File: config.mk
export PLATFORM = sky130hd
export DESIGN_NAME = sorted_priority_queue
export DESIGN_NICKNAME = d
export VERILOG_FILES = /design/src/rtl/spq_pkg.sv /design/src/rtl/sorted_priority_queue.sv /design/src/rtl/spq_ctrl.sv /design/src/rtl/spq_dp.sv
export SDC_FILE = /design/constraint.sdc
export NUM_CORES = 2
export LEC_CHECK = 0
export ABC_AREA = 1
export BUFFER_PORTS_ARGS = -buffer_cell sky130_fd_sc_hd__buf_4
export CORE_ASPECT_RATIO = 1.4
export CORE_MARGIN = 10
export CORE_UTILIZATION = 60
export CTS_BUF_LIST = sky130_fd_sc_hd__clkbuf_4
export DETAILED_ROUTE_END_ITERATION = 7
export PLACE_DENSITY = 0.77
export REMOVE_ABC_BUFFERS = 1
export SETUP_SLACK_MARGIN = 0.3
export SYNTH_ARGS = -nofsm -noshare
export SYNTH_HDL_FRONTEND = slang
export SYNTH_SLANG_ARGS = --single-unit
File: constraint.sdc
create_clock -name clk -period 4.6 [get_ports clk]
set_input_delay 0.92 -clock clk [delete_from_list [all_inputs] [get_ports clk]]
set_output_delay 0.92 -clock clk [all_outputs]
set_load 0.005 [all_outputs]
File: src/rtl/spq_pkg.sv
// Shared types and constants for the sorted priority queue.
package spq_pkg;

	localparam int QUEUE_DEPTH = 16;
	localparam int CNT_W = $clog2(QUEUE_DEPTH + 1);

	localparam logic [1:0] CMD_INSERT = 2'd0;
	localparam logic [1:0] CMD_REMOVE = 2'd1;
	localparam logic [1:0] CMD_PEEK   = 2'd2;

	localparam logic [1:0] STAT_OK    = 2'd0;
	localparam logic [1:0] STAT_FULL  = 2'd1;
	localparam logic [1:0] STAT_EMPTY = 2'd2;

	typedef struct packed {
		logic [1:0]         command;
		logic signed [31:0] job_data;
		logic [7:0]         job_priority;
	} spq_req_t;

	typedef struct packed {
		logic [1:0]         status;
		logic signed [31:0] head_data;
		logic [7:0]         head_priority;
		logic [4:0]         entry_count;
	} spq_rsp_t;

	// Controller to datapath.
	typedef struct packed {
		logic load;
		logic do_insert;
		logic do_remove;
		logic rpt_full;
		logic rpt_empty;
		logic rpt_head;
		logic emit;
	} spq_ctrl_t;

	// Datapath to controller.
	typedef struct packed {
		logic [1:0] command;
		logic       full;
		logic       empty;
	} spq_stat_t;

endpackage

File: src/rtl/sorted_priority_queue.sv
// Top level of the sorted priority queue: sequencer plus slot datapath.
// Bounded priority queue of QUEUE_DEPTH entries kept sorted, head in slot
// zero; a smaller priority number is more urgent and equal priorities leave
// in arrival order. Issue a command by raising start while busy is low;
// that edge is the transfer of req. The command executes in the following
// cycle, where an insert compares every slot against the new priority at
// once, and the result appears on rsp for exactly one cycle with done high,
// the cycle after that. Busy is high only during the execute cycle, so a
// new command can transfer in the same cycle its predecessor's result is
// shown. The receiver cannot stall: capture rsp whenever done is high.
// Status reports full for an insert into a full queue and empty for remove
// or peek on an empty queue; neither changes the contents.
// head_data and head_priority are zero except on a successful remove or peek.
module sorted_priority_queue
	import spq_pkg::*;
(
	input  logic     clk,
	input  logic     arst_n,
	input  logic     start,
	output logic     busy,
	input  spq_req_t req,
	output logic     done,
	output spq_rsp_t rsp
);

	spq_ctrl_t ctrl;
	spq_stat_t stat;

	// sequence commands: latch, execute, report
	spq_ctrl u_ctrl (
		.clk    (clk),
		.arst_n (arst_n),
		.start  (start),
		.busy   (busy),
		.stat   (stat),
		.ctrl   (ctrl)
	);

	// hold the slots, shift on insert and remove, register the result
	spq_dp u_dp (
		.clk    (clk),
		.arst_n (arst_n),
		.req    (req),
		.ctrl   (ctrl),
		.stat   (stat),
		.done   (done),
		.rsp    (rsp)
	);

endmodule

File: src/rtl/spq_ctrl.sv
// Command sequencer for the sorted priority queue.
module spq_ctrl
	import spq_pkg::*;
(
	input  logic      clk,
	input  logic      arst_n,
	input  logic      start,
	output logic      busy,
	input  spq_stat_t stat,
	output spq_ctrl_t ctrl
);

	localparam logic S_IDLE = 1'b0;
	localparam logic S_EXEC = 1'b1;

	logic state_q;

	always_ff @(posedge clk or negedge arst_n) begin
		if (!arst_n) begin
			state_q <= S_IDLE;
		end else begin
			case (state_q)
				S_IDLE: begin
					if (start) state_q <= S_EXEC;
				end
				S_EXEC: begin
					state_q <= S_IDLE;
				end
				default: begin
					state_q <= S_IDLE;
				end
			endcase
		end
	end

	assign busy = (state_q == S_EXEC);

	always_comb begin
		ctrl = '0;
		case (state_q)
			S_IDLE: begin
				ctrl.load = start;
			end
			S_EXEC: begin
				ctrl.emit = 1'b1;
				if (stat.command == CMD_INSERT) begin
					ctrl.do_insert = !stat.full;
					ctrl.rpt_full  = stat.full;
				end else begin
					// command code three behaves as peek
					ctrl.rpt_empty = stat.empty;
					ctrl.rpt_head  = !stat.empty;
					ctrl.do_remove = !stat.empty && (stat.command == CMD_REMOVE);
				end
			end
			default: begin
				ctrl = '0;
			end
		endcase
	end

	a_one_op: assert property (@(posedge clk) disable iff (!arst_n)
		!(ctrl.do_insert && ctrl.do_remove))
		else $error("insert and remove issued together");
	a_emit_returns: assert property (@(posedge clk) disable iff (!arst_n)
		ctrl.emit |=> !busy)
		else $error("sequencer did not return to idle after a result");
	a_load_execs: assert property (@(posedge clk) disable iff (!arst_n)
		ctrl.load |=> ctrl.emit)
		else $error("accepted command was not executed");

endmodule

File: src/rtl/spq_dp.sv
// Slot registers, insert/remove shifter and result register of the queue.
module spq_dp
	import spq_pkg::*;
(
	input  logic      clk,
	input  logic      arst_n,
	input  spq_req_t  req,
	input  spq_ctrl_t ctrl,
	output spq_stat_t stat,
	output logic      done,
	output spq_rsp_t  rsp
);

	spq_req_t           op_q;
	logic signed [31:0] slot_data_q [QUEUE_DEPTH];
	logic [7:0]         slot_prio_q [QUEUE_DEPTH];
	logic [CNT_W-1:0]   count_q;
	logic [CNT_W-1:0]   count_nxt;
	logic [QUEUE_DEPTH-1:0] keep;
	spq_rsp_t           rsp_q;
	logic               done_q;

	// operand latch
	always_ff @(posedge clk) begin
		if (ctrl.load) op_q <= req;
	end

	assign stat.command = op_q.command;
	assign stat.full    = (count_q == CNT_W'(QUEUE_DEPTH));
	assign stat.empty   = (count_q == '0);

	// a slot stays put on insert when it is valid and not less urgent than the new job;
	// the stored order makes this a prefix
	always_comb begin
		for (int i = 0; i < QUEUE_DEPTH; i++) begin
			keep[i] = (CNT_W'(i) < count_q) && (slot_prio_q[i] <= op_q.job_priority);
		end
	end

	always_comb begin
		count_nxt = count_q;
		if (ctrl.do_insert) count_nxt = count_q + 1'b1;
		else if (ctrl.do_remove) count_nxt = count_q - 1'b1;
	end

	always_ff @(posedge clk) begin
		for (int i = 0; i < QUEUE_DEPTH; i++) begin
			if (ctrl.do_insert && !keep[i]) begin
				if (i == 0 || keep[(i == 0) ? 0 : i - 1]) begin
					slot_data_q[i] <= op_q.job_data;
					slot_prio_q[i] <= op_q.job_priority;
				end else begin
					slot_data_q[i] <= slot_data_q[(i == 0) ? 0 : i - 1];
					slot_prio_q[i] <= slot_prio_q[(i == 0) ? 0 : i - 1];
				end
			end else if (ctrl.do_remove && i < QUEUE_DEPTH - 1) begin
				slot_data_q[i] <= slot_data_q[(i < QUEUE_DEPTH - 1) ? i + 1 : i];
				slot_prio_q[i] <= slot_prio_q[(i < QUEUE_DEPTH - 1) ? i + 1 : i];
			end
		end
	end

	always_ff @(posedge clk or negedge arst_n) begin
		if (!arst_n) begin
			count_q <= '0;
			done_q  <= 1'b0;
		end else begin
			count_q <= count_nxt;
			done_q  <= ctrl.emit;
		end
	end

	always_ff @(posedge clk) begin
		if (ctrl.emit) begin
			rsp_q.status        <= ctrl.rpt_full ? STAT_FULL :
			                       (ctrl.rpt_empty ? STAT_EMPTY : STAT_OK);
			rsp_q.head_data     <= ctrl.rpt_head ? slot_data_q[0] : 32'sd0;
			rsp_q.head_priority <= ctrl.rpt_head ? slot_prio_q[0] : 8'd0;
			rsp_q.entry_count   <= 5'(count_nxt);
		end
	end

	assign done = done_q;
	assign rsp  = rsp_q;

	a_count_bound: assert property (@(posedge clk) disable iff (!arst_n)
		count_q <= CNT_W'(QUEUE_DEPTH))
		else $error("entry count beyond depth");
	a_insert_grows: assert property (@(posedge clk) disable iff (!arst_n)
		ctrl.do_insert |=> count_q == $past(count_q) + 1'b1)
		else $error("insert did not add one entry");
	a_head_order: assert property (@(posedge clk) disable iff (!arst_n)
		(count_q >= CNT_W'(2)) |-> (slot_prio_q[0] <= slot_prio_q[1]))
		else $error("head slots out of order");

endmodule

==> results.md <==
* Status: complete, no violations
* Leakage at 18.0 nW
* Setup violations, final at 0
* Max Freq at 253 MHz
* Cell variety after synth at 28
* Pwr Total at 0.0190 W
* Die footprint at 78,500 sq um
* CTS tree: yes
* Pre-CTS setup slack at 0.828 ns
* Async SR Flop Fraction at 0.951%
* Net count, final at 4,694
* Final WS setup at 0.643 ns
* RSZ-0062 raised after global routing: no
* Worst min path class: in -> reg
* Max Fanout on Critical Path at 33
* DPL Wire Length at 76.4 mm
* Final min period at 3.96 ns
* Clk_lat worst skew at 1.09 ns
* Syn_area_per_cell at 9.02 sq um
* Cell area after layout at 44,400 sq um
* Clk buf depth at 3
* DRC errors left at 0
* Vias/cell at 6.65
* Routed wire per std cell at 23.6 microns
* Routed Antenna Nets at 0
* Top cell type's share of synthesized area at 54.0%
* Critical Path AT at 4.76 ns
* Startpoint Class: flop
* Area Overhead vs Synth at 9.49%
* Seq cells post-synth at 736
* Fillers at 5,390
* Hold Path Origin: req[5]
* PortBufs at 93
* Share of layout cells above drive strength 1 at 11.8%
* Root Driver: clkbuf_4
* Most frequent cells in the layout: nand2_1, nand3_1, edfxtp_1, nand4_1, clkbuf_4
* Routing usage on met1 at 40.1%
* Via count at 36,614
* Peak supply drop at 0.286 mV
* First-pass DRT Iterations at 7
* M3 GR Usage at 8.27%
* Worst reg2reg setup slack at 0.64 ns
* Crit path required time at 5.40 ns
* Area after DPL at 41,700 sq um
* Crit. End Element: flop
* Tcrit/Tclk final at 86.0%
* First-pass GRT wire length at 201 mm
* Relative slew slack at 20.3%
* PwrDens at 428 nW/um^2
* Chip height at 328 microns
* Core Footprint at 66,800 sq um
* H-tree Lvls at 4
* Post-Syn Area at 40,500 sq um
* Critical path class: reg -> reg
* CP cell instances: inv_1 > ha_1 > nand2_1 > inv_1 > nand2_1 > nand2_1 > nand2_1 > nand2_1 > nand2_1 > nand2_4 > nand3_2 > buf_4 > nand3_1 > nand3_1
* Top Usage Layer GRT: met2
* Count of final hold-check violations at 0
* Seq/Total Area, Yosys at 54.4%
* Gpl congestion at 0.909
* Largest cells by area after synthesis: edfxtp_1, nand3_1, nand2_1, nand4_1, ha_1
* Initial Utilization at 60.6%
* Post-synth EDFFs at 729
* Worst slew pin tran at 1.19 ns
* Slew Viols, Final at 0
* Post-CTS setup-driven buffer insertion count at 0
* Worst Path Buf+Inv at 3
* Clock transition at path regs at 0.07 ns
* CP max stage delay at 0.67 ns
* Total GRT Usage at 32.7%
* Chip width at 240 microns
* Yosys warnings at 0
* Slowest CP cell: edfxtp_1
* Clk_skew at 0.0566 ns
* Largest net degree at the start of global routing at 140
* Largest delay contributor family on the critical path: simple AND/OR/NAND/NOR gates
* Setup TNS at 0 ns
* Global route overflow at 0
* Fin Hold WS at 0.0663 ns
* Initial antenna violation count at 2
* WL final at 130 mm
* Yosys top cell by area: edfxtp_1
* Met2 global-route usage at 52.1%
* CP Launch Point: u_dp.op_q[3]
* Critical R2R Launch: u_dp.op_q[3]
* Post-synth top flop: edfxtp_1
* Initial DRC Count at 5,808
* CTS Buf Count at 181
* Clk sink count at 736
* Site row count at 112
* Max Cap Viol at 0
* Vias in the first global route at 35,265
* Post-synthesis instance total at 4,493
* CP dominant cell by count: nand2_1
* Most common cell after layout, fill and taps aside: nand2_1
* Ports at 94
-- path summary, 6_finish.rpt --
path,end,cells past startpoint
max,u_dp.slot_prio_q[1][11],14
min,u_dp.op_q[5],1
max reg2reg,u_dp.slot_prio_q[1][11],14
min reg2reg,u_dp.slot_data_q[7][30],2
max in group asynchronous,u_ctrl.busy,2
min in group asynchronous,u_dp.done,2
-- cells by family after synthesis --
logic type	count (synthesis)	synth area share (%)
AND/OR/NAND/NOR	2895	33.2
flip-flops	736	54.4
buffers and inverters	613	6.64
adder cells (fa/ha/maj)	132	4.07
AO/OA/AOI/OAI	113	1.52
XOR/XNOR	4	0.0864
-- per-stage QoR --
step / utilization (%) / std cells
final: 66.4 / 5507
after global routing: 66.4 / 5507
after CTS: 66.4 / 5501
after detailed placement: 62.4 / 5147
after global placement: 62.4 / 5147
after floorplan: - / 4075
-- synthesized netlist by cell type, types with 3 or more instances --
cell type	n
nand2_1	1207
nand4_1	455
a21o_1	10
buf_4	11
edfxtp_1	729
buf_2	250
o21ai_0	52
a21oi_1	40
xor2_1	4
inv_2	6
buf_1	20
nor2_1	124
o21a_1	6
nand3_1	1089
clkbuf_1	132
buf_6	5
dfrtp_1	7
o21bai_1	3
nand2_2	3
nand3_2	11
inv_1	189
ha_1	132
-- cell type report --
class                   instances  area [sq um]  area share, %
flip-flops and latches        736         22100           49.7
multi-input cells            3144         15900           35.9
repair buffers                259          2310           5.21
clock buffers                 261          1960           4.41
well taps                     855          1070           2.41
inverters                     195           747           1.68
clock inverters                51           283          0.637
diodes                          6          15.0         0.0338
-- state kept, by name (all words and copies together) (netlist names) --
signal / flops
u_dp.slot_data_q: 512
u_dp.stat: 2
u_dp.rsp: 47
u_dp.done: 1
u_dp.count_q: 5
u_dp.slot_prio_q: 128
u_ctrl.busy: 1
u_dp.op_q: 40
-- per-layer routing --
layer / up-vias / routed length, microns
li1: 16153 / -
met1: 17207 / 45700
met2: 2738 / 61400
met3: 516 / 15800
met4: 0 / 6910
met5: - / 0
-- report_power, final --
group | total [W] | internal, W | switching, W | leakage, nW
sequential | 0.00866 | 0.00821 | 0.000449 | 6.83
combinational | 0.00476 | 0.00109 | 0.00367 | 9.85
clock | 0.00559 | 0.00276 | 0.00283 | 1.33
-- worst register-to-register path: cells and delay by family (launching register included) --
family / cells / cell delay [ns]
fa+ha+maj: 1 / 0.49
buf+inv: 3 / 1.08
flops: 1 / 0.67
simple gates: 10 / 1.45
-- repair_timing --
item / CTS / global route
endpoints found under the hold margin: 48 / 0
hold buffers: 42 / 0
gates resized for setup: 0 / 0
setup endpoints to repair: 0 / 0
No activity file was read; power rests on OpenSTA's default activity.
